[src/rtl/ppc_pkg.sv]
// Shared types, constants and helper functions for the polar pose controller.
// No dependencies; imported by every module of the block.
`default_nettype none

package ppc_pkg;

  // CORDIC depth, valid from 8 to 24
  localparam int CordicStages = 16;
  localparam int StageIdxW    = 5;

  // datapath widths
  localparam int DiffW     = 33;   // goal minus pose
  localparam int MagW      = 32;   // |dx| | |dy|
  localparam int ShamtW    = 5;    // normalizing shift, 0..31
  localparam int NormSteps = 5;    // binary shift search 16, 8, 4, 2, 1
  localparam int CordicW   = 36;   // x/y through the cells
  localparam int AngW      = 32;   // Q.28 angle accumulator
  localparam int WrapW     = 19;   // Q3.13 angles with headroom
  localparam int RhoW      = 34;   // unsigned distance, Q18.16
  localparam int MulSplit  = 18;   // low part of x for the 1/K multiply
  localparam int InvW      = 30;
  localparam int ProdW     = 64;

  localparam logic signed [WrapW-1:0] PiQ13     = 19'sd25736;
  localparam logic signed [WrapW-1:0] TwoPiQ13  = 19'sd51472;
  localparam logic signed [AngW-1:0]  PiHalfQ28 = 32'sd421657428;
  localparam logic [InvW-1:0]         InvGainQ30 = 30'd652032874;

  localparam logic [31:0] SatMax = 32'h7FFF_FFFF;
  localparam logic [31:0] SatMin = 32'h8000_0000;

  // configuration register indexes
  localparam logic [2:0] RegGainRho   = 3'd0;
  localparam logic [2:0] RegGainAlpha = 3'd1;
  localparam logic [2:0] RegGainBeta  = 3'd2;
  localparam logic [2:0] RegGoalX     = 3'd3;
  localparam logic [2:0] RegGoalY     = 3'd4;
  localparam logic [2:0] RegGoalHead  = 3'd5;
  localparam logic [2:0] RegPosTol    = 3'd6;
  localparam logic [2:0] RegHeadTol   = 3'd7;

  typedef struct packed {
    logic signed [31:0] pose_x;
    logic signed [31:0] pose_y;
    logic signed [15:0] pose_heading;
  } pose_t;

  typedef struct packed {
    logic signed [31:0] velocity_cmd;
    logic signed [31:0] steering_cmd;
    logic               at_target;
  } cmd_t;

  typedef struct packed {
    logic signed [15:0] gain_rho;
    logic signed [15:0] gain_alpha;
    logic signed [15:0] gain_beta;
    logic signed [31:0] goal_x;
    logic signed [31:0] goal_y;
    logic signed [15:0] goal_heading;
    logic [30:0]        position_tolerance;
    logic [15:0]        heading_tolerance;
  } cfg_t;

  // per-pose side information carried down the pipe
  typedef struct packed {
    logic               close;
    logic               zero;
    logic [ShamtW-1:0]  shamt;
    logic signed [15:0] heading;
  } side_t;

  typedef struct packed {
    logic signed [CordicW-1:0] x;
    logic signed [CordicW-1:0] y;
    logic signed [AngW-1:0]    z;
    side_t                     side;
  } vec_t;

  // arctangent of 2^-i in Q.28 radians
  function automatic logic signed [AngW-1:0] atan_q28(input logic [StageIdxW-1:0] idx);
    logic signed [AngW-1:0] r;
    case (idx)
      5'd0:    r = 32'sd210828714;
      5'd1:    r = 32'sd124459457;
      5'd2:    r = 32'sd65760959;
      5'd3:    r = 32'sd33381290;
      5'd4:    r = 32'sd16755422;
      5'd5:    r = 32'sd8385879;
      5'd6:    r = 32'sd4193963;
      5'd7:    r = 32'sd2097109;
      5'd8:    r = 32'sd1048571;
      5'd9:    r = 32'sd524287;
      5'd10:   r = 32'sd262144;
      5'd11:   r = 32'sd131072;
      5'd12:   r = 32'sd65536;
      5'd13:   r = 32'sd32768;
      5'd14:   r = 32'sd16384;
      5'd15:   r = 32'sd8192;
      5'd16:   r = 32'sd4096;
      5'd17:   r = 32'sd2048;
      5'd18:   r = 32'sd1024;
      5'd19:   r = 32'sd512;
      5'd20:   r = 32'sd256;
      5'd21:   r = 32'sd128;
      5'd22:   r = 32'sd64;
      5'd23:   r = 32'sd32;
      default: r = '0;
    endcase
    return r;
  endfunction

  // single wrap by 2*pi into [-pi, pi)
  function automatic logic signed [WrapW-1:0] wrap_q13(input logic signed [WrapW-1:0] v);
    logic signed [WrapW-1:0] r;
    if (v >= PiQ13) begin
      r = v - TwoPiQ13;
    end else if (v < -PiQ13) begin
      r = v + TwoPiQ13;
    end else begin
      r = v;
    end
    return r;
  endfunction

endpackage

`default_nettype wire

[src/rtl/ppc_cordic_cell.sv]
// One CORDIC vectoring cell: a shift-add micro-rotation and an angle update.
// Depends on ppc_pkg (vec_t, atan table).
`default_nettype none

module ppc_cordic_cell import ppc_pkg::*; (
  input  logic                 clk_i,
  input  logic                 rst_ni,
  input  logic [StageIdxW-1:0] idx_i,
  input  logic                 in_valid_i,
  output logic                 in_ready_o,
  input  vec_t                 in_i,
  output logic                 out_valid_o,
  input  logic                 out_ready_i,
  output vec_t                 out_o
);

  logic valid_q;
  vec_t data_q, data_d;

  logic signed [CordicW-1:0] xs, ys;
  logic signed [AngW-1:0]    ang;

  assign in_ready_o = !valid_q || out_ready_i;

  // rotate toward the x axis, sign of y picks the direction
  always_comb begin
    xs  = in_i.x >>> idx_i;
    ys  = in_i.y >>> idx_i;
    ang = atan_q28(idx_i);
    data_d.side = in_i.side;
    if (in_i.y < 0) begin
      data_d.x = in_i.x - ys;
      data_d.y = in_i.y + xs;
      data_d.z = in_i.z - ang;
    end else begin
      data_d.x = in_i.x + ys;
      data_d.y = in_i.y - xs;
      data_d.z = in_i.z + ang;
    end
  end

  always_ff @(posedge clk_i or negedge rst_ni) begin
    if (!rst_ni) begin
      valid_q <= 1'b0;
    end else if (in_ready_o) begin
      valid_q <= in_valid_i;
    end
  end

  always_ff @(posedge clk_i) begin
    if (in_ready_o && in_valid_i) begin
      data_q <= data_d;
    end
  end

  assign out_valid_o = valid_q;
  assign out_o       = data_q;

endmodule

`default_nettype wire

[config.mk]
export PLATFORM = sky130hd
export DESIGN_NAME = ppc_cordic_cell
export DESIGN_NICKNAME = d
export VERILOG_FILES = /design/src/rtl/ppc_pkg.sv /design/src/rtl/ppc_cordic_cell.sv
export SDC_FILE = /design/constraint.sdc
export NUM_CORES = 1
export LEC_CHECK = 0
export ABC_AREA = 1
export BUFFER_PORTS_ARGS = -buffer_cell sky130_fd_sc_hd__buf_4
export CAP_MARGIN = 20
export CORE_MARGIN = 2
export CORE_UTILIZATION = 40
export DETAILED_ROUTE_END_ITERATION = 12
export GPL_TIMING_DRIVEN = 0
export SYNTH_ARGS = -nofsm -noshare
export SYNTH_HDL_FRONTEND = slang
export SYNTH_SLANG_ARGS = --single-unit
[constraint.sdc]
create_clock -name clk_i -period 17.2 [get_ports clk_i]
set_clock_uncertainty 0.05 [all_clocks]
set_input_delay 0.86 -clock clk_i [delete_from_list [all_inputs] [get_ports clk_i]]
set_output_delay 0.86 -clock clk_i [all_outputs]
set_load 0.05 [all_outputs]
# Word level (Yosys, flattened, before mapping)
# Memory sizes are Yosys's and may differ from the RTL's.
# Cells that the tools add are included.
# totals
reg_bits	128
wordCells	22
memories	1
romBits	896
in_bits	136
out_inout_bits	129
# mem_list
name	words	width	read_ports	rd_clocked_by_memory_dff	wr	line_no	rtl
(no name shown)	32	28	1	0	0	ppc_pkg.sv:83	case (idx)
# classes
n_shift	2
mux	1
n_lt_le_gt_ge	1
reduce_logical	3
addsub	6
# ops
operator	n
$mux W104	1
$add A36 B36 Y36	2
$sshr A36 B5 Y36	2
$sub A36 B36 Y36	2
$lt A36 B1 Y1 const B	1
$add A32 B32 Y32	1
$sub A32 B32 Y32	1
$logic_and A1 B1 Y1	1
$logic_not A1 Y1	1
$logic_or A1 B1 Y1	1

# Logic depth before layout (Yosys ltp)
# Gate-level depths: netlist (run 1).
# logic_depth
ltp_word	3
mapped_depth	33
ltp_nobuf	32

# Least setup slack after synthesis (run 1)
# OpenSTA, ideal clock, no wires.
# synth_timing
kind	input -> register
from	input in_valid_i
to	register data_q, in the netlist out_o[0], enable pin
arrival_time_ps	7017
n_path_buf	0
setup_time_ps	654
slack_ps	9479
cell_stages	2
required_time_ps	16496
path_cell_list	inv_1 > a21oi_1
# synth_between
elab_chain_len	1
# synth_rtl
element	line_no	rtl
from (decl)	ppc_cordic_cell.sv:9	input logic in_valid_i,
$logic_and A1 B1 Y1	ppc_cordic_cell.sv:51	if (in_ready_o && in_valid_i) begin
to (signal assigned)	ppc_cordic_cell.sv:52	data_q <= data_d;
to (decl)	ppc_cordic_cell.sv:18	vec_t data_q, data_d;
# Every way passes these cells.
# A chain may end at the register's enable or synchronous reset.

==> results of run 1 <==
==> power by group <==
part	internal, mW	leakage (nW)	switching (mW)
Clock	0.191	0.280	0.181
Combinational	0.321	8.70	0.723
Sequential	0.426	1.22	0.0141
==> layout make-up <==
cell class                 instances  area [sq um]
buffer                            84           546
tap                              539           674
clock inverter                    15           149
inverter                         270          1020
sequential                       128          3840
clock buffer                      17           425
multi-input combinational       2196         11600
timing repair buffer             267          2080
fill                            4406         21600
==> per-layer routing <==
layer	GRT usage	routed length, microns	vias to the layer above
met2	0.542	34300	1115
li1	-	-	9485
met3	0.105	8950	156
met1	0.479	34300	9351
met4	0.132	2750	0
met5	0	0	-
==> Yosys cell counts, types with 18 or more instances <==
library cell	count
a21o_1	21
a21oi_1	131
a31oi_1	32
buf_2	30
buf_6	20
clkbuf_1	20
edfxtp_1	127
ha_1	109
inv_1	241
inv_2	25
nand2_1	869
nand3_1	406
nand4_1	18
nor2_1	215
o21ai_0	81
xnor2_1	40
xor2_1	119
==> registers in the layout (all words and copies together), names as in the netlist <==
name / count
out_o: 127
out_valid_o: 1
==> how the worst max path moves through the flow <==
stage	endpoint	slack, ns	cells past startpoint
2_1_floorplan	out_o[0]	9.48	2
3_3_place_gp	out_o[117]	7.11	3
3_5_place_dp	out_o[126]	10.69	26
4_1_cts	out_o[126]	11.17	26
5_1_grt	out_o[126]	10.75	26
6_report	out_o[126]	10.86	26
==> per-stage QoR <==
stage	instances	area [sq um]	total power, mW
6_report	3516	20300	1.86
5_1_grt	3516	20300	1.95
4_1_cts	3514	20300	1.84
3_5_place_dp	3482	19700	1.46
3_3_place_gp	3477	19600	1.46
2_1_floorplan	2678	17000	1.15
==> kinds of logic after synthesis <==
logic type	Yosys count	synth area share
AND/OR/NAND/NOR	1579	0.395
buffers and inverters	354	0.0918
AO/OA/AOI/OAI	346	0.122
XOR/XNOR	159	0.0819
flip-flops	128	0.226
adder cells (fa/ha/maj)	112	0.0837
==> out/metrics.csv, run 1 <==
metric,value,unit
crit_required,17.39,ns
antenna_found_initial,0,
hold_violations,0,
ys_warn_count,0,
r2r_start,out_valid_o,
synth_area,17000,sq um
crit_path_end_kind,register,
antenna_cells,0,
startpoint_type,input pin,
mostFrequentLayoutCell,nand2_1,
num_rows,75,
worstSetupPathType,in -> reg,
drt_iter0_markers,2422,
hold_ws,0.0956,ns
drv_cap,0,
nets,3212,
most-common-layout-cells,"nand2_1, nand3_1, buf_4, inv_1, nor2_1",
start_util,0.405,
synth_edf_count,127,
gp_congestion,1.02,
drt-pass1-iter-count,11,
async_flop_share,0.00781,
hp-class,in -> async,
htreeDepth,4,
grt_pass1_wl,116000,microns
detailroute.via_count,20100,
post-route-util,0.485,
cts_made_buffers,17,
io_pins,265,
rrSetupSlack,15.28,ns
crit_start,idx_i[2],
finalSetupViolations,0,
r2r-end,out_o[125],
fmax,158,MHz
synth_seq_cells,128,
synth_top_area_share,0.224,
fin_crit,6.34,ns
cts.clk_slew.worst_paths,0.07,ns
netlist_instances,2678,
synth_top_area_cell,edfxtp_1,
status,finished clean,
layout_setup_ws,10.86,ns
grt_remaining_overflow,0,
die_x,210,microns
wl_per_cell,22.8,microns
cts_hold_buffers,0,
synth_cell_types,57,
critPathMaxStageDelay,0.80,ns
tns,0,ns
post_cts_buffers,0,
synth_seq_area_share,0.226,
p_leak,10.2,nW
synthFlopType,edfxtp_1,
rsz0062_at_grt,no,
post_cts_resized,0,
track_usage,0.357,
peakVddDrop,0.0000606,V
rr_worst_depth,4,
drt-total-wl,80300,microns
die-area,44200,sq um
drcViolationCount,0,
synth_area_leaders,"edfxtp_1, nand2_1, nand3_1",
drv_slew,0,
cp_data_arrival_time,6.53,ns
cts_buffer_depth,2,
fin_crit_sh,0.369,
viasPerCell,5.72,
critPathMaxFanout,10,
slew-limit-headroom,0.185,
cts_tree,built,
power_density,91.2,nW/um^2
cts_sinks,128,
critical-path-top-delay-family,simple AND/OR/NAND/NOR gates,
grt_pass1_vias,18700,
areaGrowthSynthToFinish,19.6,%
coreArea,41900,sq um
grt_max_degree,33,
dp_hpwl,65900,microns
cp_num_buf_inv,5,
syn_nets,2926,
antenna_left,0,
io_buffers,260,
dp_slack,10.69,ns
slowest_stage,nor4_1,
cts_root_buffer,clkbuf_16,
clk_latency,0.48,ns
drive_gt1_frac,0.148,
fp.dieH,210,microns
worst_slew_pin_slew,1.22,ns
synth.avg_cell_area,6.35,sq um
Power figures use the tool's default switching activity.
==> run 2, diff against run 1 <==
--- a/config.mk
+++ b/config.mk
@@ -5,7 +5,7 @@
 export SDC_FILE = /design/constraint.sdc
 export NUM_CORES = 1
 export LEC_CHECK = 0
-export ABC_AREA = 1
+export ABC_AREA = 0
 export BUFFER_PORTS_ARGS = -buffer_cell sky130_fd_sc_hd__buf_4
 export CAP_MARGIN = 20
 export CORE_MARGIN = 2
==> constraint.sdc (replaced) <==
create_clock -name clk_i -period 6.04 [get_ports clk_i]
set_clock_uncertainty 0.05 [all_clocks]
set_input_delay 0.302 -clock clk_i [delete_from_list [all_inputs] [get_ports clk_i]]
set_output_delay 0.302 -clock clk_i [all_outputs]
set_load 0.05 [all_outputs]
==> run 2 against run 1 <==
Against the previous run: the flow now finishes with violations (negative setup slack); via count decreased by 11%; design area increased by 7.1%; die area decreased by 1.3%; sequential power increased to 2.8 times the previous value; final cell count decreased by 22%; worst setup slack got worse by 11 ns; worst hold slack got worse by 0.012 ns; sequential cell count unchanged; combinational power increased to 3.1 times the previous value; count of clock-buffer cells in the layout unchanged; largest cell class unchanged.
==> out/metrics.csv, run 2 <==
metric,value,unit
fillers,3854,
fp.dieH,209,microns
synth_top_area_share,0.227,
most-common-layout-cells,"buf_4, nor2_1, a21oi_1, nand2_1, edfxtp_1",
critPathMaxFanout,10,
switching_share,0.454,
num_rows,75,
fin_crit_sh,1.00,
grt_pass1_vias,17300,
cts_buffer_depth,2,
power_density,253,nW/um^2
final_cell_area,21800,sq um
viasPerCell,6.55,
drcViolationCount,0,
status,"finished, violations left",
track_usage,0.375,
netlist_instances,1826,
async_flop_share,0.00781,
drt-pass1-iter-count,8,
clk_latency,0.48,ns
synth.most_common_cell,nor2_1,
detailroute.via_count,18000,
peakVddDrop,0.000257,V
drv_slew,0,
worst_slew_pin_slew,1.12,ns
synth.avg_cell_area,9.19,sq um
slew-limit-headroom,0.254,
cts_tree,built,
layout_setup_ws,-0.00608,ns
cp_data_arrival_time,6.21,ns
fin_crit,6.05,ns
crit_path_end_kind,register,
largest_reg_flops,127,
tns,-0.00608,ns
violations,negative setup slack,
gp_congestion,1.12,
fmax,165,MHz
dp.cells,2630,
p_int,3.02,mW
io_buffers,262,
crit_required,6.20,ns
regArea,3840,sq um
layout.cells.non_filler,2747,
cts_root_buffer,clkbuf_16,
drt_iter0_markers,2153,
post-route-util,0.523,
finalSetupViolations,1,
nets,2443,
hold_violations,0,
p_sw,2.51,mW
ys_top_cells_by_count,"nor2_1, a21oi_1, nand2_1, edfxtp_1, xnor2_1",
worstSetupPathType,in -> reg,
dp_hpwl,64100,microns
synth_area,16800,sq um
drv_cap,0,
io_pins,265,
dpl_cell_area,19500,sq um
cts_made_buffers,17,
mostFrequentLayoutCell,buf_4,
rsz0062_at_grt,yes,
coreArea,41700,sq um
grt_max_degree,73,
antenna_left,0,
syn_nets,2074,
grt_pass1_wl,119000,microns
synth_seq_area_share,0.229,
synthFlopType,edfxtp_1,
antenna_found_initial,2,
antenna_cells,0,
hp-class,in -> async,
ys_warn_count,0,
cts_sinks,128,
grt_remaining_overflow,0,
areaGrowthSynthToFinish,29.8,%
hold_ws,0.0835,ns
drive_gt1_frac,0.317,
htreeDepth,4,
die_x,209,microns
drt-total-wl,83400,microns
seqPwrFrac,0.226,
synth_area_leaders,"edfxtp_1, mux4_2, ha_1",
synth_edf_count,127,
power_frac_clock,0.198,
combPwrFrac,0.576,
die-area,43600,sq um
dp_slack,-2.08,ns
startpoint_type,input pin,
p_leak,8.85,nW
rr_worst_depth,3,
multi_input_area,12900,sq um
cts.clk_slew.worst_paths,0.07,ns
total_power,5.52,mW
synth_seq_cells,128,
synth_cell_types,100,
synth_top_area_cell,edfxtp_1,
wl_per_cell,30.4,microns
start_util,0.403,
-- run 2: cell count changes after synthesis, sizes merged, moves of 21 or more --
cell | previous run | this run
xnor2 | 40 | 113
xor2 | 119 | 56
nor2 | 231 | 163
nand2 | 881 | 149
a21o | 21 | 45
and3 | 0 | 21
mux2 | 0 | 27
mux2i | 0 | 74
mux4 | 0 | 99
o22ai | 0 | 28
nand3 | 408 | 39
inv | 267 | 57
-- run 2: worst paths after layout --
check / start / endpoint / slack (ns)
max in group asynchronous: rst_ni / out_valid_o / 5.78
min in group clk_i: in_i[55] / out_o[55] / 0.10
setup / recovery: idx_i[3] / out_o[126] / -0.006
setup reg to reg: out_valid_o / out_o[105] / 3.96
hold / removal: rst_ni / out_valid_o / 0.08
hold reg to reg: out_valid_o / out_valid_o / 0.54
-- run 2: cells by family (layout without fill, tap and decap cells) --
logic type	after synthesis	in the layout	share of synthesized area
flip-flops	128	128	0.229
buffers and inverters	159	541	0.0451
XOR/XNOR	169	169	0.0882
adder cells (fa/ha/maj)	112	112	0.0848
multiplexers	200	200	0.197
AO/OA/AOI/OAI	539	539	0.205
AND/OR/NAND/NOR	519	519	0.151
-- run 2: layout make-up --
cell class / count / area share
tap: 539 / 0.0309
sequential: 128 / 0.176
timing repair buffer: 352 / 0.128
clock inverter: 15 / 0.00804
inverter: 59 / 0.0105
multi-input combinational: 1539 / 0.591
clock buffer: 17 / 0.0195
buffer: 98 / 0.0352
-- run 2: worst max-delay path, cell delays in order --
cell       delay [ns]
buf_4            0.13
buf_2            0.29
buf_2            0.43
nand2_2          0.35
clkbuf_2         0.38
o211ai_1         0.48
inv_1            0.13
ha_1             0.24
nand4_1          0.10
nand2b_4         0.16
nor2_2           0.06
and2_1           0.16
a21oi_1          0.18
xnor2_1          0.19
ha_1             0.29
a21o_1           0.16
a21o_1           0.26
a2111oi_4        0.41
o31ai_1          0.13
nor3_2           0.27
o31a_1           0.23
o31ai_2          0.09
a211o_1          0.32
o22ai_2          0.20
o21ai_1          0.10
xnor2_1          0.13
-- run 2: per-layer routing --
layer | track usage | up-vias | share of wire
li1 | - | 7712 | -
met1 | 0.474 | 8662 | 0.39
met2 | 0.562 | 1283 | 0.43
met3 | 0.118 | 324 | 0.12
met4 | 0.224 | 4 | 0.070
met5 | 0 | - | 0.00031
-- run 2: what timing repair did --
item | 4_1_cts | 5_1_grt
hold endpoints to repair | 25 | 0
buffers inserted | 20 | 39
pin swaps | 14 | 32
gates resized for setup | 130 | 115
hold buffers | 25 | 0
setup endpoints to repair | 47 | 26
cloned | 0 | 2
-- run 2: power groups by stage --
stage | clock [mW] | combinational (mW) | sequential, mW
global route | 1.15 | 3.35 | 1.26
detailed placement | 0 | 2.89 | 1.27
finish | 1.10 | 3.18 | 1.25
CTS | 1.12 | 3.00 | 1.25
global placement | 0 | 2.86 | 1.27
floorplan | 0 | 1.52 | 1.76
==> run 3, diff against run 2 <==
--- a/config.mk
+++ b/config.mk
@@ -8,10 +8,12 @@
 export ABC_AREA = 0
 export BUFFER_PORTS_ARGS = -buffer_cell sky130_fd_sc_hd__buf_4
 export CAP_MARGIN = 20
+export CORE_ASPECT_RATIO = 1.75
 export CORE_MARGIN = 2
 export CORE_UTILIZATION = 40
 export DETAILED_ROUTE_END_ITERATION = 12
 export GPL_TIMING_DRIVEN = 0
+export SETUP_SLACK_MARGIN = 0.2
 export SYNTH_ARGS = -nofsm -noshare
 export SYNTH_HDL_FRONTEND = slang
 export SYNTH_SLANG_ARGS = --single-unit
==> run 3 against run 2 <==
Against the previous run: the flow now finishes without violations; design area is 2.1% higher; total power is 2.8% higher; count of clock-buffer cells in the layout stayed put; core utilization is 1.3 points higher; sequential cell count stayed put; die area is 0.15% higher; critical path type unchanged; highest routed layer is now met4.
==> out/metrics.csv, run 3 (same netlist as run 2, synthesis figures left out) <==
metric,value,unit
grt_pass1_wl,125000,microns
worst_slew_pin_slew,1.12,ns
peakVddDrop,0.000194,V
drt-total-wl,88400,microns
antenna_found_initial,2,
grt_pass1_vias,18100,
hold_ws,0.105,ns
num_rows,99,
mostFrequentLayoutCell,buf_4,
die-area,43700,sq um
drive_gt1_frac,0.340,
drt-pass1-iter-count,6,
critical-path-top-delay-family,compound AO/OA/AOI/OAI gates,
clk_latency,0.46,ns
detailroute.via_count,18100,
coreArea,41500,sq um
dp_hpwl,68700,microns
gp_congestion,1.10,
cts_sinks,128,
hold_violations,0,
p_sw,2.61,mW
p_leak,9.03,nW
drt_iter0_markers,1557,
critPathMaxFanout,7,
grt_remaining_overflow,0,
areaGrowthSynthToFinish,32.6,%
wl_per_cell,31.7,microns
antenna_left,0,
p_int,3.07,mW
power_density,255,nW/um^2
startpoint_type,input pin,
total_power,5.68,mW
start_util,0.404,
crit_path_end_kind,register,
path_common_cell,buf_12,
status,finished clean,
hp-class,in -> async,
seqPwrFrac,0.220,
cts_root_buffer,clkbuf_16,
viasPerCell,6.50,
cts.clk_slew.worst_paths,0.08,ns
fmax,171,MHz
power_frac_clock,0.200,
cts_tree,built,
track_usage,0.397,
worstSetupPathType,in -> reg,
io_buffers,262,
grt_max_degree,73,
slowest_stage,mux4_2,
cp_num_buf_inv,7,
cts_buffer_depth,2,
die_x,159,microns
fin_crit_sh,0.967,
drv_cap,0,
tns,0,ns
slew-limit-headroom,0.255,
switching_share,0.459,
fp.dieH,275,microns
combPwrFrac,0.580,
io_pins,265,
nets,2470,
drcViolationCount,0,
crit_required,6.21,ns
fillers,3846,
finalSetupViolations,0,
cp_data_arrival_time,6.01,ns
drv_slew,0,
post-route-util,0.536,
most-common-layout-cells,"buf_4, nor2_1, nand2_1, a21oi_1, edfxtp_1",
critPathMaxStageDelay,0.49,ns
fin_crit,5.84,ns
htreeDepth,4,
cts_made_buffers,17,
largest_reg_flops,127,
rsz0062_at_grt,yes,
==> run 3: path summary, 6_finish.rpt <==
path	from	endpoint	slack, ns	cells past startpoint
min	rst_ni	out_valid_o	0.10	2
max	idx_i[0]	out_o[125]	0.20	27
max reg2reg	out_valid_o	out_o[61]	4.00	3
min in group clk_i	out_ready_i	out_valid_o	0.12	3
max in group asynchronous	rst_ni	out_valid_o	5.76	2
min reg2reg	out_valid_o	out_valid_o	0.52	2
==> run 3: final cells by class <==
type,instances,area (sq um),share of cell area
Buffer,100,845,0.0379
Timing Repair Buffer,377,2990,0.134
Multi-Input combinational cell,1539,13100,0.587
Inverter,59,235,0.0106
Tap cell,555,694,0.0312
Clock inverter,15,174,0.00781
Sequential cell,128,3840,0.172
Antenna cell,1,2.50,0.000112
Clock buffer,17,425,0.0191
==> run 3: worst register-to-register path, cell delays in order (launching register included) <==
cell      delay (ns)
dfrtp_1         0.38
nand2b_1        0.13
and2_4          0.68
buf_16          0.36
==> run 3: per-layer routing <==
| metal | global-route usage | vias up | share of wire | wire length [microns] |
|---|---|---|---|---|
| li1 | - | 7770 | - | - |
| met1 | 0.416 | 8850 | 0.34 | 30400 |
| met2 | 0.677 | 1169 | 0.47 | 41900 |
| met3 | 0.0920 | 356 | 0.079 | 7020 |
| met4 | 0.338 | 0 | 0.10 | 9120 |
| met5 | 0 | - | 0 | 0 |
==> run 3: what timing repair did <==
action                                 4_1_cts  5_1_grt
gates resized for setup                    193      130
endpoints found under the hold margin       25        0
setup buffers                               47       39
hold buffers                                25        0
gates cloned                                 0        0
pin swaps                                   35       57
setup endpoints to repair                   60       26
==> run 3: metrics by stage <==
stage,cells,instance area (sq um),setup WS [ns]
6_report,2791,22300,0.201
5_1_grt,2790,22300,0.0967
4_1_cts,2751,21500,0.184
3_5_place_dp,2647,19500,-2.40
3_3_place_gp,2643,19500,-2.37
2_1_floorplan,1826,16800,0.218
==> run 3: power groups by stage <==
stage               Sequential, mW  Combinational, mW  Clock, mW
global placement              1.27               2.89          0
finish                        1.25               3.29       1.14
floorplan                     1.76               1.52          0
CTS                           1.25               3.12       1.15
detailed placement            1.27               2.92          0
global route                  1.26               3.46       1.18
