### src/rtl/ppc_pkg.sv
// Shared types, constants and helper functions for the polar pose controller.
// No dependencies; imported by every module of the block.
`default_nettype none

package ppc_pkg;

  // CORDIC depth, valid from 8 to 24
  localparam int CordicStages = 16;
  localparam int StageIdxW    = 5;

  // datapath widths
  localparam int DiffW     = 33;   // goal minus pose
  localparam int MagW      = 32;   // |dx| | |dy|
  localparam int ShamtW    = 5;    // normalizing shift, 0..31
  localparam int NormSteps = 5;    // binary shift search 16, 8, 4, 2, 1
  localparam int CordicW   = 36;   // x/y through the cells
  localparam int AngW      = 32;   // Q.28 angle accumulator
  localparam int WrapW     = 19;   // Q3.13 angles with headroom
  localparam int RhoW      = 34;   // unsigned distance, Q18.16
  localparam int MulSplit  = 18;   // low part of x for the 1/K multiply
  localparam int InvW      = 30;
  localparam int ProdW     = 64;

  localparam logic signed [WrapW-1:0] PiQ13     = 19'sd25736;
  localparam logic signed [WrapW-1:0] TwoPiQ13  = 19'sd51472;
  localparam logic signed [AngW-1:0]  PiHalfQ28 = 32'sd421657428;
  localparam logic [InvW-1:0]         InvGainQ30 = 30'd652032874;

  localparam logic [31:0] SatMax = 32'h7FFF_FFFF;
  localparam logic [31:0] SatMin = 32'h8000_0000;

  // configuration register indexes
  localparam logic [2:0] RegGainRho   = 3'd0;
  localparam logic [2:0] RegGainAlpha = 3'd1;
  localparam logic [2:0] RegGainBeta  = 3'd2;
  localparam logic [2:0] RegGoalX     = 3'd3;
  localparam logic [2:0] RegGoalY     = 3'd4;
  localparam logic [2:0] RegGoalHead  = 3'd5;
  localparam logic [2:0] RegPosTol    = 3'd6;
  localparam logic [2:0] RegHeadTol   = 3'd7;

  typedef struct packed {
    logic signed [31:0] pose_x;
    logic signed [31:0] pose_y;
    logic signed [15:0] pose_heading;
  } pose_t;

  typedef struct packed {
    logic signed [31:0] velocity_cmd;
    logic signed [31:0] steering_cmd;
    logic               at_target;
  } cmd_t;

  typedef struct packed {
    logic signed [15:0] gain_rho;
    logic signed [15:0] gain_alpha;
    logic signed [15:0] gain_beta;
    logic signed [31:0] goal_x;
    logic signed [31:0] goal_y;
    logic signed [15:0] goal_heading;
    logic [30:0]        position_tolerance;
    logic [15:0]        heading_tolerance;
  } cfg_t;

  // per-pose side information carried down the pipe
  typedef struct packed {
    logic               close;
    logic               zero;
    logic [ShamtW-1:0]  shamt;
    logic signed [15:0] heading;
  } side_t;

  typedef struct packed {
    logic signed [CordicW-1:0] x;
    logic signed [CordicW-1:0] y;
    logic signed [AngW-1:0]    z;
    side_t                     side;
  } vec_t;

  // arctangent of 2^-i in Q.28 radians
  function automatic logic signed [AngW-1:0] atan_q28(input logic [StageIdxW-1:0] idx);
    logic signed [AngW-1:0] r;
    case (idx)
      5'd0:    r = 32'sd210828714;
      5'd1:    r = 32'sd124459457;
      5'd2:    r = 32'sd65760959;
      5'd3:    r = 32'sd33381290;
      5'd4:    r = 32'sd16755422;
      5'd5:    r = 32'sd8385879;
      5'd6:    r = 32'sd4193963;
      5'd7:    r = 32'sd2097109;
      5'd8:    r = 32'sd1048571;
      5'd9:    r = 32'sd524287;
      5'd10:   r = 32'sd262144;
      5'd11:   r = 32'sd131072;
      5'd12:   r = 32'sd65536;
      5'd13:   r = 32'sd32768;
      5'd14:   r = 32'sd16384;
      5'd15:   r = 32'sd8192;
      5'd16:   r = 32'sd4096;
      5'd17:   r = 32'sd2048;
      5'd18:   r = 32'sd1024;
      5'd19:   r = 32'sd512;
      5'd20:   r = 32'sd256;
      5'd21:   r = 32'sd128;
      5'd22:   r = 32'sd64;
      5'd23:   r = 32'sd32;
      default: r = '0;
    endcase
    return r;
  endfunction

  // single wrap by 2*pi into [-pi, pi)
  function automatic logic signed [WrapW-1:0] wrap_q13(input logic signed [WrapW-1:0] v);
    logic signed [WrapW-1:0] r;
    if (v >= PiQ13) begin
      r = v - TwoPiQ13;
    end else if (v < -PiQ13) begin
      r = v + TwoPiQ13;
    end else begin
      r = v;
    end
    return r;
  endfunction

endpackage

`default_nettype wire

### src/rtl/ppc_front.sv
// Front end: pose error, closeness test, normalizing shift search and
// quadrant pre-rotation. Depends on ppc_pkg.
`default_nettype none

module ppc_front import ppc_pkg::*; (
  input  logic  clk_i,
  input  logic  rst_ni,
  input  cfg_t  cfg_i,
  input  logic  in_valid_i,
  output logic  in_ready_o,
  input  pose_t in_i,
  output logic  out_valid_o,
  input  logic  out_ready_i,
  output vec_t  out_o
);

  localparam int NumStg = NormSteps + 2;
  localparam int RotStg = NormSteps + 1;

  logic [NumStg-1:0] valid_q;
  logic [NumStg-1:0] stg_ready;

  logic signed [DiffW-1:0] dx_q  [NormSteps+1];
  logic signed [DiffW-1:0] dy_q  [NormSteps+1];
  logic [MagW-1:0]         mag_q [NormSteps+1];
  side_t                   side_q[NormSteps+1];
  vec_t                    out_q;

  // a stage takes a beat when empty or when its successor moves
  for (genvar k = 0; k < NumStg - 1; k++) begin : g_rdy
    assign stg_ready[k] = !valid_q[k] || stg_ready[k+1];
  end
  assign stg_ready[NumStg-1] = !valid_q[NumStg-1] || out_ready_i;

  always_ff @(posedge clk_i or negedge rst_ni) begin
    if (!rst_ni) begin
      valid_q <= '0;
    end else begin
      if (stg_ready[0]) begin
        valid_q[0] <= in_valid_i;
      end
      for (int k = 1; k < NumStg; k++) begin
        if (stg_ready[k]) begin
          valid_q[k] <= valid_q[k-1];
        end
      end
    end
  end

  // stage 0: differences, magnitudes, closeness
  logic signed [DiffW-1:0] dx, dy;
  logic [DiffW-1:0]        adx, ady;
  logic signed [WrapW-1:0] herr;
  logic [WrapW-1:0]        aherr;
  logic                    close;

  always_comb begin
    dx = $signed({cfg_i.goal_x[31], cfg_i.goal_x}) - $signed({in_i.pose_x[31], in_i.pose_x});
    dy = $signed({cfg_i.goal_y[31], cfg_i.goal_y}) - $signed({in_i.pose_y[31], in_i.pose_y});
    adx = dx[DiffW-1] ? DiffW'(-dx) : DiffW'(dx);
    ady = dy[DiffW-1] ? DiffW'(-dy) : DiffW'(dy);
    herr = wrap_q13($signed({{(WrapW-16){in_i.pose_heading[15]}}, in_i.pose_heading})
                  - $signed({{(WrapW-16){cfg_i.goal_heading[15]}}, cfg_i.goal_heading}));
    aherr = herr[WrapW-1] ? WrapW'(-herr) : WrapW'(herr);
    close = (adx <= {2'b00, cfg_i.position_tolerance})
         && (ady <= {2'b00, cfg_i.position_tolerance})
         && (aherr <= {{(WrapW-16){1'b0}}, cfg_i.heading_tolerance});
  end

  always_ff @(posedge clk_i) begin
    if (stg_ready[0] && in_valid_i) begin
      dx_q[0]           <= dx;
      dy_q[0]           <= dy;
      mag_q[0]          <= adx[MagW-1:0] | ady[MagW-1:0];
      side_q[0].close   <= close;
      side_q[0].zero    <= (adx == '0) && (ady == '0);
      side_q[0].shamt   <= '0;
      side_q[0].heading <= in_i.pose_heading;
    end
  end

  // shift search: each step shifts by 16, 8, 4, 2, 1 while the top bits are clear
  for (genvar k = 1; k <= NormSteps; k++) begin : g_norm
    localparam int Amt = 1 << (NormSteps - k);
    logic fits;
    assign fits = (mag_q[k-1] >> (MagW - Amt)) == '0;

    always_ff @(posedge clk_i) begin
      if (stg_ready[k] && valid_q[k-1]) begin
        side_q[k].close   <= side_q[k-1].close;
        side_q[k].zero    <= side_q[k-1].zero;
        side_q[k].heading <= side_q[k-1].heading;
        if (fits) begin
          mag_q[k]        <= mag_q[k-1] << Amt;
          dx_q[k]         <= dx_q[k-1] <<< Amt;
          dy_q[k]         <= dy_q[k-1] <<< Amt;
          side_q[k].shamt <= side_q[k-1].shamt + ShamtW'(Amt);
        end else begin
          mag_q[k]        <= mag_q[k-1];
          dx_q[k]         <= dx_q[k-1];
          dy_q[k]         <= dy_q[k-1];
          side_q[k].shamt <= side_q[k-1].shamt;
        end
      end
    end
  end

  // pre-rotation by +-pi/2 into the right half plane
  logic signed [CordicW-1:0] nx, ny;
  vec_t                      rot;

  always_comb begin
    nx = $signed({{(CordicW-DiffW){dx_q[NormSteps][DiffW-1]}}, dx_q[NormSteps]});
    ny = $signed({{(CordicW-DiffW){dy_q[NormSteps][DiffW-1]}}, dy_q[NormSteps]});
    rot.side = side_q[NormSteps];
    if (nx < 0) begin
      if (ny >= 0) begin
        rot.x = ny;
        rot.y = -nx;
        rot.z = PiHalfQ28;
      end else begin
        rot.x = -ny;
        rot.y = nx;
        rot.z = -PiHalfQ28;
      end
    end else begin
      rot.x = nx;
      rot.y = ny;
      rot.z = '0;
    end
  end

  always_ff @(posedge clk_i) begin
    if (stg_ready[RotStg] && valid_q[RotStg-1]) begin
      out_q <= rot;
    end
  end

  assign in_ready_o  = stg_ready[0];
  assign out_valid_o = valid_q[RotStg];
  assign out_o       = out_q;

endmodule

`default_nettype wire

### config.mk
export PLATFORM = sky130hd
export DESIGN_NAME = ppc_front
export DESIGN_NICKNAME = d
export VERILOG_FILES = /design/src/rtl/ppc_pkg.sv /design/src/rtl/ppc_front.sv
export SDC_FILE = /design/constraint.sdc
export NUM_CORES = 1
export LEC_CHECK = 0
export ABC_AREA = 1
export BUFFER_PORTS_ARGS = -buffer_cell sky130_fd_sc_hd__buf_2
export CORE_ASPECT_RATIO = 1.5
export CORE_UTILIZATION = 35
export DETAILED_ROUTE_END_ITERATION = 10
export PLACE_DENSITY_LB_ADDON = 0.2
export SLEW_MARGIN = 20
export SYNTH_ARGS = -nofsm -noshare
export SYNTH_HDL_FRONTEND = slang
export SYNTH_SLANG_ARGS = --single-unit
### constraint.sdc
create_clock -name clk_i -period 7.7 [get_ports clk_i]
set_input_delay 1.155 -clock clk_i [delete_from_list [all_inputs] [get_ports clk_i]]
set_output_delay 1.155 -clock clk_i [all_outputs]
set_load 0.05 [all_outputs]
=== Yosys cells after proc, flatten, opt, wreduce, memory -nomap -nowiden ===
Memories as Yosys holds them, arrays and structs flattened. A register that Yosys moved wholly into a read port is not among the register bits.
Cells that the tools add are included.

* Bits in latches: 0
* RAM bits: 726
* Output and inout port bits: 129
* Bits in registers: 111
* Bits in read-only memories: 0
* Memories kept: 4
* Logic and storage cells: 157
* Bits of input ports: 259

{| class="wikitable"
|+ Memories
! name !! words !! width !! rd ports !! clocked after Yosys merged registers in !! write ports !! line !! text
|-
| dx_q || 6 || 33 || 6 || 0 || 6 || ppc_front.sv:23 || <nowiki>logic signed [DiffW-1:0] dx_q [NormSteps+1];</nowiki>
|-
| dy_q || 6 || 33 || 6 || 0 || 6 || ppc_front.sv:24 || <nowiki>logic signed [DiffW-1:0] dy_q [NormSteps+1];</nowiki>
|-
| mag_q || 6 || 32 || 5 || 0 || 6 || ppc_front.sv:25 || <nowiki>logic [MagW-1:0] mag_q [NormSteps+1];</nowiki>
|-
| side_q || 6 || 23 || 6 || 1 || 6 || ppc_front.sv:26 || <nowiki>side_t side_q[NormSteps+1];</nowiki>
|}

* Div/mod/pow operators: 0
* Reduce and logical (&&, ||, !) cells: 31
* Bitwise operators: 21
* Mux-type cells: 69
* Equal/unequal tests: 0
* Magnitude comparators: 7
* $add $sub $neg: 15
* Shift operators: 0
* Multiply operators: 0

{| class="wikitable"
|+ Operator list
! kind !! count
|-
| two-way mux 33 bit || 12
|-
| two-way mux 104 bit || 2
|-
| zero test 32 bit || 5
|-
| two-way mux 32 bit || 5
|-
| negation 33 -> 36 bit || 2
|-
| less-or-equal comparator 33 x 31 -> 1 bit || 2
|-
| zero test 33 bit || 2
|-
| negation 33 bit || 2
|-
| subtractor 32 x 32 -> 33 bit || 2
|-
| two-way mux 19 bit || 3
|-
| two-way mux 1 bit || 42
|-
| >= comparator 33 x 1 -> 1 bit (second input constant) || 1
|-
| < comparator 33 x 1 -> 1 bit (second input constant) || 1
|-
| OR 32 bit || 1
|-
| two-way mux 5 bit || 5
|-
| OR 1 bit || 20
|-
| less-or-equal comparator 19 x 16 -> 1 bit || 1
|-
| negation 19 bit || 1
|-
| adder 17 x 17 -> 18 bit (second input constant) || 1
|-
| subtractor 17 x 17 -> 18 bit (second input constant) || 1
|-
| >= comparator 17 x 16 -> 1 bit (second input constant) || 1
|-
| < comparator 17 x 16 -> 1 bit (second input constant) || 1
|-
| subtractor 16 x 16 -> 17 bit || 1
|-
| logical AND 1 bit || 10
|-
| other kinds (7) || 19
|}

=== Logic depth before layout (Yosys ltp) ===
Gate-level depths: netlist of the first run.

* Word-level depth: 11
* Mapped depth: 41
* Mapped depth without buffers: 40

=== Least setup slack after synthesis of the first run ===
No wires, ideal clock.

* Kind: input to register
* From: input port out_ready_i
* To: memory mag_q[3][29], in the netlist mag_q[1][61] (data pin)
* Required time: 7.441 ns
* Arrival time: 7.120 ns
* Library setup time: 0.259 ns
* Slack: 0.321 ns
* Stages: 13
* Buffers on the path: 2
* Path through: nor2_1 > inv_1 > nor2_1 > inv_1 > nor2_1 > inv_1 > nor2_1 > nor2_1 > o41ai_1 > clkbuf_1 > clkbuf_1 > nand2_1 > nand2_1

{| class="wikitable"
|+ RTL lines
! element !! line !! text
|-
| from (decl) || ppc_front.sv:13 || <nowiki>input logic out_ready_i,</nowiki>
|-
| to (decl) || ppc_front.sv:25 ||
|}

==> summary.txt, run 1 <==
Yosys
  – Seq/Total Area, Yosys: 51.0%
  – Dominant synthesized flop cell: edfxtp_1
  – Mapped Avg Cell Area: 8.39 sq um
  – Number of flops mapped to enable cells by yosys: 674
  – Yosys reg bits: 681
  – Mapped Cells: 4773
  – Post-Syn Area: 40000 sq um
  – YS warnings: 0
  – Synth unique cells: 59
  – Async set-reset flop share out of synthesis: 1.03%

Worst setup path
  – Critical-path top delay cell: nand2_1
  – Critical Path Most Common Cell: nand2_1
  – Critical path type: primary input to register
  – Critical Path AT: 6.35 ns
  – Max FO, Critical Path: 21
  – Critical path's top delay family: simple AND/OR/NAND/NOR gates
  – CP max stage delay: 0.55 ns
  – Critical Path RT: 8.17 ns
  – Setup crit start kind: primary input
  – Register-to-register setup slack: 4.00 ns
  – Crit path capture type: register
  – CP Buf/Inv Count: 4

Timing
  – Fmax: 170 MHz
  – Worst Max-Slew Pin Slew: 0.966 ns
  – Minimum clock period after layout: 5.88 ns
  – Rel. slew slack: 35.6%
  – Final WS setup: 1.82 ns
  – Setup TNS: 0 ns
  – Final hold violations: 0
  – Number of setup violations in the final report: 0
  – RSZ-0062 raised after global routing: false
  – Max Slew Vio Count: 0
  – Clock skew: 0.0442 ns
  – Final worst-path cycle share: 76.3%

Clock network
  – Num CTS Buffers: 59
  – Post_cts resized: 0
  – Cts hold-fix bufs: 0
  – Clk_lat worst skew: 0.64 ns
  – Setup Fix Bufs, Post-CTS: 0
  – CTS tree: built
  – Clock Root Buffer: clkbuf_16
  – Num Clock Sinks: 681
  – Maximum buffer depth of the clock tree: 3
  – CTS clk-pin slew, worst paths: 0.07 ns
  – H-tree depth: 2

Cells and area
  – Most frequent cells in the layout: nand2_1 (1316), inv_1 (789), edfxtp_1 (674), nor2_1 (460), buf_2 (337)
  – Commonest non-fill, non-tap cell in the layout: nand2_1
  – Share of cells above drive strength 1: 12.3%
  – Layout area overhead: 12.4%
  – Ant. Diodes: 0
  – Non-Filler Instances: 6566
  – Fillcell total: 11600
  – Final-stage net count: 5494
  – Reg area: 20400 sq um
  – Area of the multi-input gates: 16000 sq um
  – Final instance area: 45000 sq um

Job
  – Max Cap Viol: 0

Route
  – Detail Route Antenna Nets: 0
  – DRT Pass-1 Iters: 6
  – Avg Vias per Cell: 4.63
  – Drt wl/cell: 15.3 microns
  – Post-Route WL: 100000 microns
  – Initial DRC count: 1645
  – Vias: 30400
  – DR DRC count: 0

Floorplanning
  – Die area: 116000 sq um
  – Rows: 151
  – Io pins: 388
  – Core area: 113000 sq um
  – Die H: 416 microns
  – Width of the die: 278 microns
  – Initial core utilization: 35.4%

Pwr
  – Tot Pwr: 16.2 mW
  – Pleak: 20.8 nW
  – Worst IR Drop VDD: 0.215 mV
  – Pwr Density: 359 nW/um^2

Placed design
  – DP Area: 43100 sq um
  – Setup WS pre-CTS: 1.22 ns
  – GP Congestion: 0.894
  – PortBufs: 337
  – Detailed Place HPWL: 81600 microns
  – Placed Cells: 6457

Hold path
  – Min-delay worst type: primary input to async pin

Global route
  – Total global-route track usage: 17.2%
  – Final global-route overflow total: 0
  – Vias in the first global route: 29200
  – Initial antenna violation count: 0
  – Largest net degree at the start of global routing: 124
  – First-pass GRT wire length: 157000 microns

Run status
  – Status: finished clean
[per-layer routing]
| layer | wire (microns) | GRT usage [%] | part of all wire (%) | up-vias |
|---|---|---|---|---|
| met3 | 2930 | 1.39 | 2.9 | 136 |
| met5 | 0 | 0 | 0 | - |
| met1 | 42100 | 19.9 | 42 | 13600 |
| met4 | 3460 | 6.32 | 3.4 | 0 |
| li1 | - | - | - | 16000 |
| met2 | 52000 | 32.6 | 52 | 626 |
[cell type report]
class	count	share of cell area, %
repair buffers	362	4.17
multi-input cells	3144	35.5
flip-flops and latches	681	45.4
well taps	1453	4.04
clock buffers	78	3.53
inverters	817	6.83
clock inverters	31	0.606
[final timing paths]
kind | from | to | cells after the start
min in group clk_i | side_q[4][21] | side_q[5][21] | 0
min reg2reg | side_q[4][21] | side_q[5][21] | 0
min | rst_ni | valid_q[6] | 1
max reg2reg | valid_q[6] | dy_q[1][32] | 16
max in group asynchronous | rst_ni | valid_q[0] | 1
max | cfg_i[63] | side_q[0][22] | 32
[worst register-to-register path, stage by stage (launching register included)]
cell and delay [ns]:
dfrtp_1 0.34, inv_1 0.04, nor2_1 0.21, inv_1 0.10
nor2_1 0.11, inv_1 0.08, nor2_1 0.08, inv_1 0.07
nor2_1 0.22, inv_1 0.09, nor2_1 0.22, nor2_4 0.04
buf_4 0.27, o41ai_2 0.11, buf_4 0.50, buf_4 0.58
mux2_2 0.44
[stage by stage]
stage	hold WS, ns	util [%]
floorplan	0.400	-
global placement	0.402	38.1
detailed placement	0.405	38.1
CTS	0.303	39.8
global route	0.333	39.8
finish	0.363	39.8
[Yosys cell counts, types with 3 or more instances]
library cell / number / area [sq um]
nand3b_1: 9 / 67.6
dfrtp_1: 7 / 175
nand2_1: 1317 / 4940
inv_2: 20 / 75.1
a21oi_1: 218 / 1090
nor2_1: 463 / 1740
fa_1: 3 / 60.1
nand3_4: 3 / 52.6
o21ai_1: 8 / 40.0
nor3_1: 44 / 220
a31oi_1: 4 / 25.0
nand2_2: 64 / 400
xor2_1: 80 / 701
nand4_1: 98 / 613
o41ai_1: 5 / 43.8
and2_1: 9 / 56.3
buf_4: 34 / 255
mux2_2: 15 / 169
nor4_1: 16 / 100
buf_2: 10 / 50.1
buf_1: 7 / 26.3
nor2_4: 6 / 67.6
o21a_1: 3 / 22.5
nand3_1: 232 / 1160
nand3_2: 14 / 140
nor2_2: 30 / 188
xnor2_1: 18 / 158
buf_6: 4 / 45.0
nand2_4: 6 / 67.6
o21ai_0: 262 / 1310
edfxtp_1: 674 / 20200
or2_2: 10 / 62.6
clkbuf_1: 80 / 300
ha_1: 167 / 2090
o21bai_1: 4 / 30.0
inv_1: 794 / 2980
a211oi_1: 5 / 37.5
[kinds of logic after synthesis]
group                      share of synthesized area, %
AOI/OAI and AO/OA                                  6.82
other                                           0.00936
DFF                                                51.0
buffers and inverters                              9.40
adders and majority gates                          5.37
xor gates and xnor gates                           2.18
and+or+nand+nor                                    24.8
muxes                                             0.422
[sequential cells by signal, summed over array words and instances, names as in the netlist]
register,cells
dy_q,198
mag_q,57
dx_q,198
valid_q,7
out_o,98
side_q,123
[where the power goes]
| part | leakage, nW | internal [mW] | switching, mW |
|---|---|---|---|
| Sequential | 6.64 | 6.36 | 0.659 |
| Combinational | 13.3 | 1.68 | 4.61 |
| Clock | 0.902 | 1.56 | 1.30 |
Power figures use the tool's default switching activity.
==> run 2: changes to the inputs <==
- clock period: 7.7 -> 5.61 ns (I/O delays scaled with it)
==> summary.txt, run 2 (same netlist as run 1, synthesis figures left out) <==
Run status
  – Status: finished clean

Route
  – Post-Route WL: 101000 microns
  – Vias: 30600
  – Top routing layer used: met4
  – DR WL met3: 2860 microns
  – Met1 Wirelength: 41800 microns
  – Detail Route Antenna Nets: 0
  – Avg Vias per Cell: 4.61
  – DR DRC count: 0
  – Drt wl/cell: 15.2 microns
  – DRT Pass-1 Iters: 5
  – Initial DRC count: 1518
  – Met2 Routed Length: 52300 microns

Timing
  – Worst Max-Slew Pin Slew: 0.969 ns
  – Worst hold margin: 0.0471 ns
  – Final hold violations: 0
  – Max Slew Vio Count: 0
  – Number of setup violations in the final report: 0
  – Fmax: 196 MHz
  – Rel. slew slack: 35.3%
  – Minimum clock period after layout: 5.10 ns
  – RSZ-0062 raised after global routing: false
  – Final worst-path cycle share: 90.9%
  – Clock skew: 0.0259 ns
  – Setup TNS: 0 ns

Worst setup path
  – Critical-path top delay cell: nor4b_1
  – Critical path type: primary input to register
  – Setup crit start kind: primary input
  – CP max stage delay: 0.50 ns
  – Critical path's top delay family: simple AND/OR/NAND/NOR gates
  – Crit path capture type: register
  – Critical Path AT: 5.58 ns
  – Max FO, Critical Path: 6
  – Critical Path RT: 6.08 ns
  – CP Buf/Inv Count: 7
  – Critical Path Most Common Cell: nand2_1

Global route
  – Total global-route track usage: 17.3%
  – Initial antenna violation count: 0
  – Vias in the first global route: 29300
  – First-pass GRT wire length: 158000 microns
  – Final global-route overflow total: 0
  – Largest net degree at the start of global routing: 130

Cells and area
  – Ant. Diodes: 0
  – Most frequent cells in the layout: nand2_1 (1316), inv_1 (789), edfxtp_1 (674), nor2_1 (460), buf_2 (337)
  – Non-Filler Instances: 6646
  – Largest regs: dx_q x198, dy_q x198, side_q x123
  – Layout area overhead: 14.2%
  – Share of cells above drive strength 1: 13.8%
  – Final-stage net count: 5578
  – Commonest non-fill, non-tap cell in the layout: nand2_1
  – Final instance area: 45700 sq um

Pwr
  – Clock power frac: 17.9%
  – Pleak: 21.2 nW
  – Pwr Density: 492 nW/um^2
  – Sequential power share: 42.8%
  – Int Pwr: 13.4 mW
  – Switching portion of total power: 40.2%
  – Sw power: 9.06 mW
  – Worst IR Drop VDD: 0.286 mV
  – Logic pwr share: 39.3%

Clock network
  – Cts hold-fix bufs: 0
  – CTS clk-pin slew, worst paths: 0.06 ns
  – Post_cts resized: 0
  – H-tree depth: 2
  – Num CTS Buffers: 58
  – Clk_lat worst skew: 0.63 ns
  – Setup Fix Bufs, Post-CTS: 0
  – Maximum buffer depth of the clock tree: 3
  – Clock Root Buffer: clkbuf_16
  – CTS tree: built
  – Num Clock Sinks: 681

Floorplanning
  – Die H: 416 microns
  – Rows: 151
  – Io pins: 388
  – Width of the die: 278 microns
  – Core area: 113000 sq um
  – Die area: 116000 sq um
  – Initial core utilization: 35.4%

Placed design
  – Detailed Place HPWL: 83100 microns
  – GP Congestion: 0.913
  – Placed Cells: 6542
  – PortBufs: 337
  – DP Area: 43800 sq um

Job
  – Max Cap Viol: 0

Hold path
  – Min-delay worst type: primary input to async pin
## run 2: changes by cell type in the layout (fill, tap and decap cells not counted), moves of 2 or more
cell / delta
buf_4: +82
clkbuf_1: -6
bufinv_16: +5
clkbuf_8: -4
buf_12: +3
clkinvlp_4: +2
## run 2: worst paths after layout
path / start / to / slack (ns) / cells past startpoint
worst max register to register: dx_q[2][33] / out_o[81] / 1.98 / 12
worst min register to register: side_q[0][2] / side_q[1][2] / 0.41 / 0
worst max-delay path: cfg_i[63] / side_q[0][22] / 0.51 / 32
min in group clk_i: side_q[0][2] / side_q[1][2] / 0.41 / 0
max in group asynchronous: rst_ni / valid_q[6] / 5.39 / 1
worst min-delay path: rst_ni / valid_q[4] / 0.05 / 1
## run 2: area by class of cell
type,instances,area [sq um]
fill,11500,67400
sequential,681,20400
multi-input combinational,3144,16000
inverter,817,3070
timing repair buffer,447,2550
tap,1453,1820
clock buffer,67,1490
clock inverter,37,410
## run 2: power groups by stage
| stage | combinational (mW) | clock (mW) | sequential, mW |
|---|---|---|---|
| detailed placement | 8.96 | 0 | 9.78 |
| floorplan | 5.44 | 0 | 10.8 |
| finish | 8.84 | 4.03 | 9.63 |
| global route | 9.93 | 4.33 | 9.88 |
| global placement | 8.89 | 0 | 9.75 |
| CTS | 8.98 | 4.16 | 9.67 |
## run 2: per-stage QoR
| stage | worst slack (ns) | utilization [%] | total power [mW] |
|---|---|---|---|
| 6_report | 0.508 | 40.4 | 22.5 |
| 5_1_grt | 0.157 | 40.4 | 24.1 |
| 4_1_cts | 0.506 | 40.4 | 22.8 |
| 3_5_place_dp | -0.109 | 38.7 | 18.7 |
| 3_3_place_gp | -0.00971 | 38.7 | 18.6 |
| 2_1_floorplan | 0.0507 | - | 16.2 |
## run 2: layer usage
metal | track usage (%) | vias to the layer above
met5 | 0 | -
li1 | - | 16200
met4 | 6.81 | 0
met3 | 1.56 | 163
met1 | 19.9 | 13700
met2 | 32.5 | 590
